`src/rtl/core/dsc_pkg.sv`:
```
// Shared types, sizes and helpers for the distinct subsequence counter.
`default_nettype none

package dsc_pkg;

    // Pattern store depth and count row width.
    localparam int MAX_PATTERN = 64;
    localparam int COUNT_WIDTH = 32;

    // Field widths of the stream beats.
    localparam int SYM_W  = 8;
    localparam int MODE_W = 2;
    localparam int OUT_W  = 32;
    localparam int LEN_W  = $clog2(MAX_PATTERN + 1);
    localparam int EXT_W  = (COUNT_WIDTH > OUT_W) ? COUNT_WIDTH : OUT_W;

    // Item kinds carried in the input tuser.
    typedef enum logic [MODE_W-1:0] {
        MODE_APPEND = 2'd0,
        MODE_SOURCE = 2'd1,
        MODE_CLEAR  = 2'd2,
        MODE_NOP    = 2'd3
    } t_mode;

    // Control broadcast from the top level to every cell.
    typedef struct packed {
        logic src;      // accepted source symbol
        logic rst_cnt;  // accepted append or clear: counts go to zero
        logic clr;      // accepted clear: pattern emptied
        logic wr_any;   // accepted append that stores a symbol
    } t_cell_ctrl;

    // Clip a count to the output field, saturating when it does not fit.
    function automatic logic [OUT_W-1:0] clip_count(input logic [COUNT_WIDTH-1:0] c);
        logic [EXT_W-1:0] ext;
        ext = EXT_W'(c);
        if (ext > EXT_W'({OUT_W{1'b1}})) begin
            return {OUT_W{1'b1}};
        end
        return OUT_W'(ext);
    endfunction

endpackage

`default_nettype wire

```
`src/rtl/core/dsc_cell.sv`:
```
// One pattern position: stored symbol, count and saturating update from the left neighbor.
`default_nettype none

module dsc_cell (
    input  wire logic                                i_clk,
    input  wire logic                                i_rst_n,
    input  wire dsc_pkg::t_cell_ctrl                 i_ctrl,
    input  wire logic                                i_wr_sel,    // this cell takes the append
    input  wire logic [dsc_pkg::SYM_W-1:0]           i_symbol,
    input  wire logic [dsc_pkg::COUNT_WIDTH-1:0]     i_left_count,
    output logic      [dsc_pkg::COUNT_WIDTH-1:0]     o_count,
    output logic      [dsc_pkg::COUNT_WIDTH-1:0]     o_next_count,
    output logic                                     o_next_last,
    output logic                                     o_sat_evt
);

    logic [dsc_pkg::SYM_W-1:0]       r_sym;
    logic                            r_active;
    logic                            n_active;
    logic                            r_last;
    logic [dsc_pkg::COUNT_WIDTH-1:0] r_count;
    logic [dsc_pkg::COUNT_WIDTH:0]   w_sum;
    logic                            w_hit;

    // A source symbol that matches an occupied position adds the neighbor's old count.
    assign w_hit = i_ctrl.src && r_active && (r_sym == i_symbol);
    assign w_sum = {1'b0, r_count} + {1'b0, i_left_count};

    always_comb begin
        o_sat_evt    = w_hit && w_sum[dsc_pkg::COUNT_WIDTH];
        o_next_count = r_count;
        if (i_ctrl.rst_cnt) begin
            o_next_count = '0;
        end else if (w_hit) begin
            if (w_sum[dsc_pkg::COUNT_WIDTH]) begin
                o_next_count = {dsc_pkg::COUNT_WIDTH{1'b1}};
            end else begin
                o_next_count = w_sum[dsc_pkg::COUNT_WIDTH-1:0];
            end
        end
    end

    // Occupancy and last-position marker follow appends and clears.
    always_comb begin
        n_active    = r_active;
        o_next_last = r_last;
        if (i_ctrl.clr) begin
            n_active    = 1'b0;
            o_next_last = 1'b0;
        end else if (i_ctrl.wr_any) begin
            o_next_last = i_wr_sel;
            if (i_wr_sel) begin
                n_active = 1'b1;
            end
        end
    end

    always_ff @(posedge i_clk) begin
        if (!i_rst_n) begin
            r_active <= 1'b0;
            r_last   <= 1'b0;
            r_count  <= '0;
        end else begin
            r_active <= n_active;
            r_last   <= o_next_last;
            r_count  <= o_next_count;
        end
    end

    // Pattern symbol, written once when this position is appended.
    always_ff @(posedge i_clk) begin
        if (i_ctrl.wr_any && i_wr_sel) begin
            r_sym <= i_symbol;
        end
    end

    assign o_count = r_count;

endmodule

`default_nettype wire

```
`config.mk`:
```
export PLATFORM = sky130hd
export DESIGN_NAME = dsc_cell
export DESIGN_NICKNAME = d
export VERILOG_FILES = /design/src/rtl/core/dsc_pkg.sv /design/src/rtl/core/dsc_cell.sv
export SDC_FILE = /design/constraint.sdc
export NUM_CORES = 1
export LEC_CHECK = 0
export ABC_AREA = 1
export BUFFER_PORTS_ARGS = -buffer_cell sky130_fd_sc_hd__buf_2
export CAP_MARGIN = 10
export CORE_MARGIN = 2
export CORE_UTILIZATION = 35
export DETAILED_ROUTE_END_ITERATION = 8
export PLACE_DENSITY = 0.54
export SYNTH_ARGS = -nofsm -noshare
export SYNTH_HDL_FRONTEND = slang
export SYNTH_SLANG_ARGS = --single-unit
```
`constraint.sdc`:
```
create_clock -name i_clk -period 3.12 [get_ports i_clk]
set_input_delay 0.624 -clock i_clk [delete_from_list [all_inputs] [get_ports i_clk]]
set_output_delay 0.624 -clock i_clk [all_outputs]
set_load 0.02 [all_outputs]
```
# Word level (Yosys, flattened, before mapping)
# Cells that the tools add are included.
# W data, S select, Z words.
# totals
latchBits	0
romBits	0
input_bits	47
ram_bits	0
n_memories	0
register_bits	42
# classes
n_eq_ne	1
mux	5
div_mod_pow	0
reduce_logical	6
n_mul	0
add_sub_neg	1
bitwise	1
n_lt_le_gt_ge	0
shifts	0
# ops
operator	count
$mux W32	3
$add A32 B32 Y33	1
$eq A8 B8 Y1	1
$logic_and A1 B1 Y1	4
$mux W1	2
$reduce_and A2 Y1	1
$reduce_or A2 Y1	1
$not A1 Y1	1

# Longest topological paths before layout
# Gate-level depths: netlist of run 1.
# depth
ltp_word	4
depth_mapped	15

# Worst setup path after synthesis of run 1
# No wires, ideal clock.
# synth_timing
path_kind	in2out
start	input port i_left_count[0] in the netlist's numbering
end	output port o_next_count[22] in the netlist's numbering
cell_stages	15
arrival_time_ns	2.399
n_path_buf	1
slack_ns	0.097
path_cell_list	ha_1 -> fa_1 -> nand2_1 -> nand2_1 -> nand3_1 -> nand2_1 -> nand2_1 -> nand2_4 -> nand2_4 -> nand2_2 -> nor2_4 -> buf_12 -> nand3_4 -> nand2_2 -> inv_1
# synth_between
elab_chain_len	4
# synth_rtl
element	line	rtl
start, declared	dsc_cell.sv:10	input wire logic [dsc_pkg::COUNT_WIDTH-1:0] i_left_count,
$add A32 B32 Y33	dsc_cell.sv:27	assign w_sum = {1'b0, r_count} + {1'b0, i_left_count};
$mux W32	dsc_cell.sv:35	if (w_sum[dsc_pkg::COUNT_WIDTH]) begin
$mux W32	dsc_cell.sv:34	end else if (w_hit) begin
$mux W32	dsc_cell.sv:32	if (i_ctrl.rst_cnt) begin
end, declared	dsc_cell.sv:12	output logic [dsc_pkg::COUNT_WIDTH-1:0] o_next_count,
# No other way between the ends.

# Worst setup path in the final report of run 1
# layout_timing
start	input port i_left_count[0] in the netlist's numbering
end	output port o_next_count[29] in the netlist's numbering
# Same word-level chain as after synthesis.

==> results.yml, run 1 <==
cts:
  cts_htree_levels: 2
  cts_hold_buf: 0
  numCtsBuffers: 5
  clock_path_buffers: 2
  path_clk_slew_ns: 0.07
  clock_sinks: 42
  cts_tree: "yes"
  clk_latency_ns: 0.30
  clock-root-buffer: "clkbuf_16"
synth:
  synth-seq-cells: 42
  synth_common_cells: "nand2_1 (239), inv_1 (152), nor2_1 (117)"
  synth_nets: 885
  syn_area_sq_mm: 0.00479
  synth-edff-count: 8
  synthCells: 805
  synth_top_area_share_pct: 18.7
  synthArstFlopShare_pct: 0
  seq_area_frac_synth_pct: 19.2
  synth_most_common_cell: "nand2_1"
  yosys_warnings: 0
  yosysTopAreaCell: "nand2_1"
  synthFlopType: "dfxtp_1"
  ys_types: 44
  syn_area_per_cell_sq_um: 5.95
  yosys-top-cells-area: "nand2_1 (19%), dfxtp_1 (14%), inv_1 (12%), nor2_1 (9.2%), ha_1 (8.4%)"
setup_path:
  path_class: "in -> out"
  worstSetupEndpointType: "output port"
  cp.arrival_ns: 2.48
  cp_cell_sequence: "buf_6 > ha_4 > fa_2 > nand2_2 > nand2_2 > nand3_2 > nand2_2 > nand2_2 > nand2_4 > nand2_4 > nand2_4 > nor2_4 > buf_6 > buf_12 > nand3_4 > nand2_4 > inv_2 > buf_6"
  critPathTopFamily: "simple AND/OR/NAND/NOR gates"
  max_stage_delay_ns: 0.34
  critPathSlowestCell: "fa_2"
  crit_path_max_fanout: 5
  cp-start-kind: "primary input"
  crit_buf_inv: 5
  cp.required_ns: 2.50
global_routing:
  overflow: 0
  grt_start_max_net_pins: 35
  track_usage_pct: 20.9
  grt_antenna_before_repair: 1
  grt_pass1_vias: 5155
  grt_pass1_wl_um: 24300
power:
  total_power_mw: 1.38
  ir_drop_mv: 0.246
  p_leak_nw: 3.91
  powerDensity_mw_per_mm2: 196
detailed_routing:
  drc: 0
  ant_nets: 0
  vias: 5339
  wire_per_inst_um: 12.5
  wl_um: 14900
  dr.pass1.iters: 5
  first_iter_violations: 259
  vias_per_cell: 4.48
timing:
  tightest_slew_ns: 0.515
  period_needed_ns: 3.11
  timing.setup.tns_ns: 0
  hold_violations: 0
  setup_violations: 0
  grt_setup_unrepaired: "yes"
  clock.fmax_ghz: 0.322
  fin_crit_sh_pct: 99.6
  fin_skew_ns: 0.00848
  slew_headroom_pct: 65.7
  slew_viol_final: 0
floorplan:
  core-area_sq_mm: 0.0133
  die-area_sq_mm: 0.0146
  start_util_pct: 36.0
  io_pins: 113
  fp.dieW_um: 121
  die_h_um: 121
  row_count: 42
cells_and_area:
  fin_nets: 1093
  synthToLayoutAreaGrowth_pct: 46.7
  fillCellCount: 1414
  drive_above_1_share_pct: 38.5
  instances_no_fill: 1191
  final_util_pct: 52.8
  fin_area_sq_mm: 0.00702
status:
  status: "completed"
hold_path:
  hold_path_class: "reg -> reg"
place:
  post-place-cells: 1153
  gp_congestion: 0.860
  port_buffers: 112
  hpwl_um: 12000
  postPlaceCellArea_sq_mm: 0.00604
run:
  drv_cap: 0
[worst paths after layout]
kind                            slack [ns]  cells after the start       startpoint          endpoint
worst max register to register        0.12                     22      o_count[16]       o_count[29]
worst min register to register        0.49                      2         r_active          r_active
worst max-delay path                  0.01                     18  i_left_count[0]  o_next_count[29]
worst min-delay path                  0.49                      2         r_active          r_active
[power breakdown]
part,switching [mW],internal (mW),total [mW]
sequential,0.00288,0.561,0.564
clock,0.256,0.302,0.558
combinational,0.148,0.105,0.254
total,0.407,0.968,1.38
[worst register-to-register path: stages, from the launching register on]
cell and delay (ns):
dfxtp_1 0.33, ha_2 0.37, nand2_1 0.11, nor2_2 0.14, inv_1 0.08, nor2_4 0.12, and2_4 0.16, nand2_4 0.07
nand2_4 0.07, nor2_4 0.04, buf_6 0.12, buf_12 0.14, nand3_4 0.07, nand2_4 0.06, buf_4 0.13, buf_4 0.12
buf_4 0.13, buf_4 0.13, buf_4 0.12, buf_4 0.12, buf_4 0.12, buf_4 0.13, nor2_2 0.07
[layout make-up]
cell class / count / area [sq um] / area share [%]
inverters: 164 / 617 / 8.79
diodes: 1 / 2.50 / 0.0356
well taps: 176 / 220 / 3.14
clock buffers: 5 / 125 / 1.78
flip-flops and latches: 42 / 922 / 13.1
clock inverters: 3 / 25.0 / 0.356
repair buffers: 212 / 1450 / 20.7
multi-input cells: 588 / 3660 / 52.1
[cells in the final DEF, fill, tap and decap left out, drive strengths merged]
master	instances
fa	1
nand3	48
a211oi	1
or2	5
and3	4
o21ai	21
o22ai	1
nor3	18
buf	212
nand3b	1
nor2	133
a21oi	22
o21bai	3
diode	1
clkbuf	5
a21o	1
nand4	11
clkinv	4
and2	7
clkinvlp	1
inv	162
ha	32
nand2	263
dfxtp	34
xnor2	1
xor2	15
edfxtp	8
[registers in the layout (all words and copies together), names as in the netlist]
name,flops
r_sym,8
o_count,32
r_active,1
r_last,1
[metal layers]
| metal | vias to the layer above | global-route usage, % | share of wire, % |
|---|---|---|---|
| li1 | 2878 | - | - |
| met1 | 2353 | 27.6 | 47 |
| met5 | - | 0 | 0 |
| met2 | 97 | 35.9 | 48 |
| met3 | 11 | 2.82 | 4.2 |
| met4 | 0 | 5.01 | 1.2 |
[timing repair]
item	in CTS	in global routing
setup endpoints to repair	32	33
resized for setup	58	88
setup buffers	23	5
gates cloned	1	0
endpoints found under the hold margin	0	0
pin swaps	8	21
[logic make-up (layout without fill, tap and decap cells)]
logic type                 Yosys count  after routing  share of synthesized area, %
adders and majority gates           33             33                          8.78
and+or+nand+nor                    490            490                          48.6
other                                0              1                             0
xor gates and xnor gates            16             16                          2.93
AOI/OAI and AO/OA                   49             49                          5.80
buffers and inverters              175            384                          14.7
DFF                                 42             42                          19.2
[metrics by stage]
stage / worst slack [ns] / hold WS [ns]
floorplan: 0.0968 / 0.448
global placement: -0.178 / 0.482
detailed placement: -0.213 / 0.479
CTS: -0.0543 / 0.492
global route: -0.0805 / 0.508
finish: 0.0114 / 0.490
Power figures use the tool's default switching activity.
==> run 2, diff against run 1 <==
clock period = 3.1 ns   (was 3.12 ns; I/O delays follow)
==> results.yml, run 2 (same netlist as run 1, synthesis figures left out) <==
setup_path:
  path_class: "in -> out"
  cp_cell_sequence: "buf_6 > ha_4 > fa_2 > nand2_2 > nand2_2 > nand3_2 > nand2_4 > nand2_4 > nand2_4 > nand2_4 > nand2_4 > nor2_4 > buf_6 > buf_12 > nand3_4 > nand2_4 > inv_2 > buf_6"
  critPathSlowestCell: "fa_2"
  cp-start-kind: "primary input"
  max_stage_delay_ns: 0.35
  crit_path_max_fanout: 5
  cp.arrival_ns: 2.48
  cp.required_ns: 2.48
  worstSetupEndpointType: "output port"
  cpMostUsedCell: "nand2_4"
timing:
  hold_ws_ns: 0.492
  period_needed_ns: 3.10
  setup_violations: 1
  fin_ws_ns: -0.00494
  tightest_slew_ns: 0.947
  clock.fmax_ghz: 0.322
  timing.setup.tns_ns: -0.00494
  fin_skew_ns: 0.00530
  grt_setup_unrepaired: "yes"
  slew_viol_final: 0
  fin_crit_sh_pct: 100
  hold_violations: 0
  slew_headroom_pct: 36.5
cells_and_area:
  most-common-layout-cells: "nand2_1 (218), inv_1 (139), nor2_1 (99)"
  diodes: 0
  drive_above_1_share_pct: 39.3
  instances_no_fill: 1188
  largest_reg_flops: 32
  fin_nets: 1091
  synthToLayoutAreaGrowth_pct: 50.3
  final_util_pct: 54.1
  layout_commonest_cell: "nand2_1"
global_routing:
  grt_pass1_wl_um: 23600
  track_usage_pct: 20.2
  grt_antenna_before_repair: 0
  grt_start_max_net_pins: 25
  grt_pass1_vias: 4947
  overflow: 0
cts:
  cts_hold_buf: 0
  path_clk_slew_ns: 0.07
  cts_htree_levels: 2
  clock_sinks: 42
  numCtsBuffers: 5
  clk_latency_ns: 0.30
  cts_tree: "yes"
  clock-root-buffer: "clkbuf_16"
  clock_path_buffers: 2
power:
  powerDensity_mw_per_mm2: 195
  p_leak_nw: 3.94
  p_sw_share_pct: 30.2
  power_frac_clock_pct: 40.9
  ir_drop_mv: 0.184
  seq_power_share_pct: 40.4
  switchingPower_mw: 0.424
  internal_power_mw: 0.982
  power_frac_comb_pct: 18.8
status:
  violations: "setup timing"
  status: "finished with violations"
place:
  hpwl_um: 12000
  post-place-cells: 1158
  gp_congestion: 0.910
  port_buffers: 112
detailed_routing:
  first_iter_violations: 212
  drc: 0
  vias: 5401
  wire_per_inst_um: 12.8
  vias_per_cell: 4.55
  dr.pass1.iters: 6
  wl_um: 15200
  ant_nets: 0
floorplan:
  start_util_pct: 36.0
  io_pins: 113
  row_count: 42
  fp.dieW_um: 121
  core-area_sq_mm: 0.0133
  die_h_um: 121
  die-area_sq_mm: 0.0146
hold_path:
  hold_path_class: "reg -> reg"
run:
  drv_cap: 0
## run 2: cell types whose count changed in the layout (fill, tap and decap cells not counted), moves of 4 or more
cell / before / now
nor2_4: 6 / 16
o21ai_4: 0 / 8
buf_2: 99 / 89
buf_6: 13 / 22
nand2_2: 38 / 33
nor2_2: 26 / 18
o21ai_1: 5 / 0
inv_2: 18 / 22
inv_1: 143 / 139
## run 2: per-stage QoR
stage                     power (mW)  instance area, sq um  setup WS (ns)
after floorplan                0.710                  4790         0.0848
after global placement         0.808                  6060         -0.197
after detailed placement       0.806                  6060         -0.225
after CTS                       1.40                  6490        -0.0879
after global routing            1.48                  7190         -0.105
final                           1.41                  7190       -0.00494
## run 2: layer usage
layer | part of all wire [%] | global-route usage, % | wire [um] | vias to the layer above
met1 | 47 | 26.7 | 7170 | 2425
met5 | 0 | 0 | 0 | -
met4 | 1.3 | 5.38 | 191 | 0
met3 | 3.6 | 2.91 | 550 | 16
met2 | 48 | 34.4 | 7320 | 97
li1 | - | - | - | 2863
## run 2: power groups by stage
stage / registers (mW) / clock network, mW / logic (mW)
3_5_place_dp: 0.580 / 0 / 0.227
6_report: 0.567 / 0.574 / 0.264
4_1_cts: 0.567 / 0.599 / 0.231
5_1_grt: 0.568 / 0.616 / 0.295
3_3_place_gp: 0.580 / 0 / 0.228
2_1_floorplan: 0.579 / 0 / 0.130
## run 2: final timing paths
check,startpoint,end,slack (ns),cells after the start
worst max-delay path,i_left_count[0],o_next_count[22],-0.005,18
worst min-delay path,r_active,r_active,0.49,2
worst max register to register,o_count[0],o_count[12],0.83,15
worst min register to register,r_active,r_active,0.49,2
## run 2: critical path, delay by kind of cell
| family | cells | cell delay (ns) |
|---|---|---|
| buffers and inverters | 5 | 0.52 |
| and+or+nand+nor | 11 | 0.83 |
| adders and majority gates | 2 | 0.50 |
## run 2: repair_timing
action | 4_1_cts | 5_1_grt
setup endpoints to repair | 32 | 32
gates cloned | 1 | 3
pin swaps | 9 | 25
gates resized for setup | 53 | 138
setup buffers | 12 | 8
## run 2: layout make-up
class                   instances  area [sq um]
clock buffers                   5           125
clock inverters                 3          28.8
fillers                      1363          6100
inverters                     164           617
multi-input cells             588          3780
flip-flops and latches         42           921
well taps                     176           220
repair buffers                210          1500
==> run 3, diff against run 2 <==
TNS_END_PERCENT = 20   (was not set)
==> results.yml, run 3 (same netlist as run 1, synthesis figures left out) <==
cells_and_area:
  synthToLayoutAreaGrowth_pct: 40.8
  largest_reg_flops: 32
  diodes: 0
  drive_above_1_share_pct: 34.9
  final_util_pct: 50.7
  layout_commonest_cell: "nand2_1"
  most-common-layout-cells: "nand2_1 (222), inv_1 (146), nor2_1 (108)"
  fin_nets: 1083
setup_path:
  path_class: "in -> out"
  worstSetupEndpointType: "output port"
  cp-start-kind: "primary input"
  cp.required_ns: 2.48
  crit_path_max_fanout: 5
  cp.arrival_ns: 2.50
cts:
  cts_hold_buf: 0
  clock_path_buffers: 2
  numCtsBuffers: 5
  cts_tree: "yes"
  path_clk_slew_ns: 0.07
  clk_latency_ns: 0.31
  cts_htree_levels: 2
  clock-root-buffer: "clkbuf_16"
  clock_sinks: 42
power:
  power_frac_comb_pct: 17.7
  switchingPower_mw: 0.415
  ir_drop_mv: 0.190
  p_sw_share_pct: 29.8
  power_frac_clock_pct: 41.5
  powerDensity_mw_per_mm2: 206
  internal_power_mw: 0.975
  seq_power_share_pct: 40.8
  p_leak_nw: 3.88
global_routing:
  grt_antenna_before_repair: 0
  grt_start_max_net_pins: 25
  grt_pass1_vias: 4933
  track_usage_pct: 20.2
  grt_pass1_wl_um: 23500
  overflow: 0
timing:
  hold_ws_ns: 0.494
  hold_violations: 0
  grt_setup_unrepaired: "yes"
  timing.setup.tns_ns: -0.0827
  fin_crit_sh_pct: 101
  period_needed_ns: 3.12
  tightest_slew_ns: 0.930
  clock.fmax_ghz: 0.320
  fin_skew_ns: 0.00568
  setup_violations: 5
  slew_headroom_pct: 37.6
  fin_ws_ns: -0.0225
  slew_viol_final: 0
detailed_routing:
  dr.pass1.iters: 4
  first_iter_violations: 204
  wl_um: 14500
  vias_per_cell: 4.44
  ant_nets: 0
  drc: 0
  vias: 5243
  wire_per_inst_um: 12.3
place:
  hpwl_um: 12000
  gp_congestion: 0.910
  dpl_worst_slack_ns: -0.225
  port_buffers: 112
floorplan:
  die-area_sq_mm: 0.0146
  start_util_pct: 36.0
  fp.dieW_um: 121
  die_h_um: 121
  io_pins: 113
  row_count: 42
  core-area_sq_mm: 0.0133
status:
  status: "finished with violations"
  violations: "setup timing"
hold_path:
  hold_path_class: "reg -> reg"
run:
  drv_cap: 0
## run 3: worst paths after layout
check,from,end,slack [ns],cells past startpoint
worst min-delay path,r_active,r_active,0.49,2
worst min register to register,r_active,r_active,0.49,2
worst max-delay path,i_left_count[0],o_next_count[22],-0.02,18
worst max register to register,o_count[0],o_count[22],0.83,17
## run 3: area by class of cell
cell class | instances | area (sq um)
tap | 176 | 220
clock buffer | 5 | 125
timing repair buffer | 202 | 1340
inverter | 164 | 617
sequential | 42 | 921
clock inverter | 3 | 28.8
fill | 1409 | 6550
multi-input combinational | 588 | 3490
## run 3: through the flow
| stage | cells | power (mW) | area (sq um) |
|---|---|---|---|
| finish | 1180 | 1.39 | 6740 |
| global route | 1180 | 1.46 | 6740 |
| CTS | 1177 | 1.40 | 6450 |
| detailed placement | 1158 | 0.806 | 6060 |
| global placement | 1158 | 0.808 | 6060 |
| floorplan | 805 | 0.710 | 4790 |
## run 3: routing by layer
metal / routed length, um / GRT usage [%]
met1: 6860 / 26.6
met2: 6840 / 34.4
met3: 642 / 2.91
met4: 144 / 5.38
met5: 0 / 0
## run 3: what timing repair did
item                       CTS  global route
setup endpoints to repair   32            32
pin swaps                    9            11
setup buffers               10             4
gates resized for setup     42            64
cloned                       1             0
## run 3: worst max-delay path, stage by stage
cell     delay, ns
buf_6         0.09
ha_4          0.15
fa_2          0.35
nand2_2       0.09
nand2_2       0.08
nand3_2       0.10
nand2_4       0.07
nand2_4       0.07
nand2_4       0.05
nand2_4       0.08
nand2_4       0.05
nor2_4        0.13
buf_6         0.14
buf_12        0.13
nand3_4       0.07
nand2_4       0.07
inv_2         0.03
buf_6         0.12
## run 3: power groups by stage
stage | registers [mW] | clock network, mW | logic, mW
floorplan | 0.579 | 0 | 0.130
global placement | 0.580 | 0 | 0.228
detailed placement | 0.580 | 0 | 0.227
CTS | 0.567 | 0.599 | 0.231
global route | 0.568 | 0.616 | 0.277
finish | 0.567 | 0.576 | 0.246
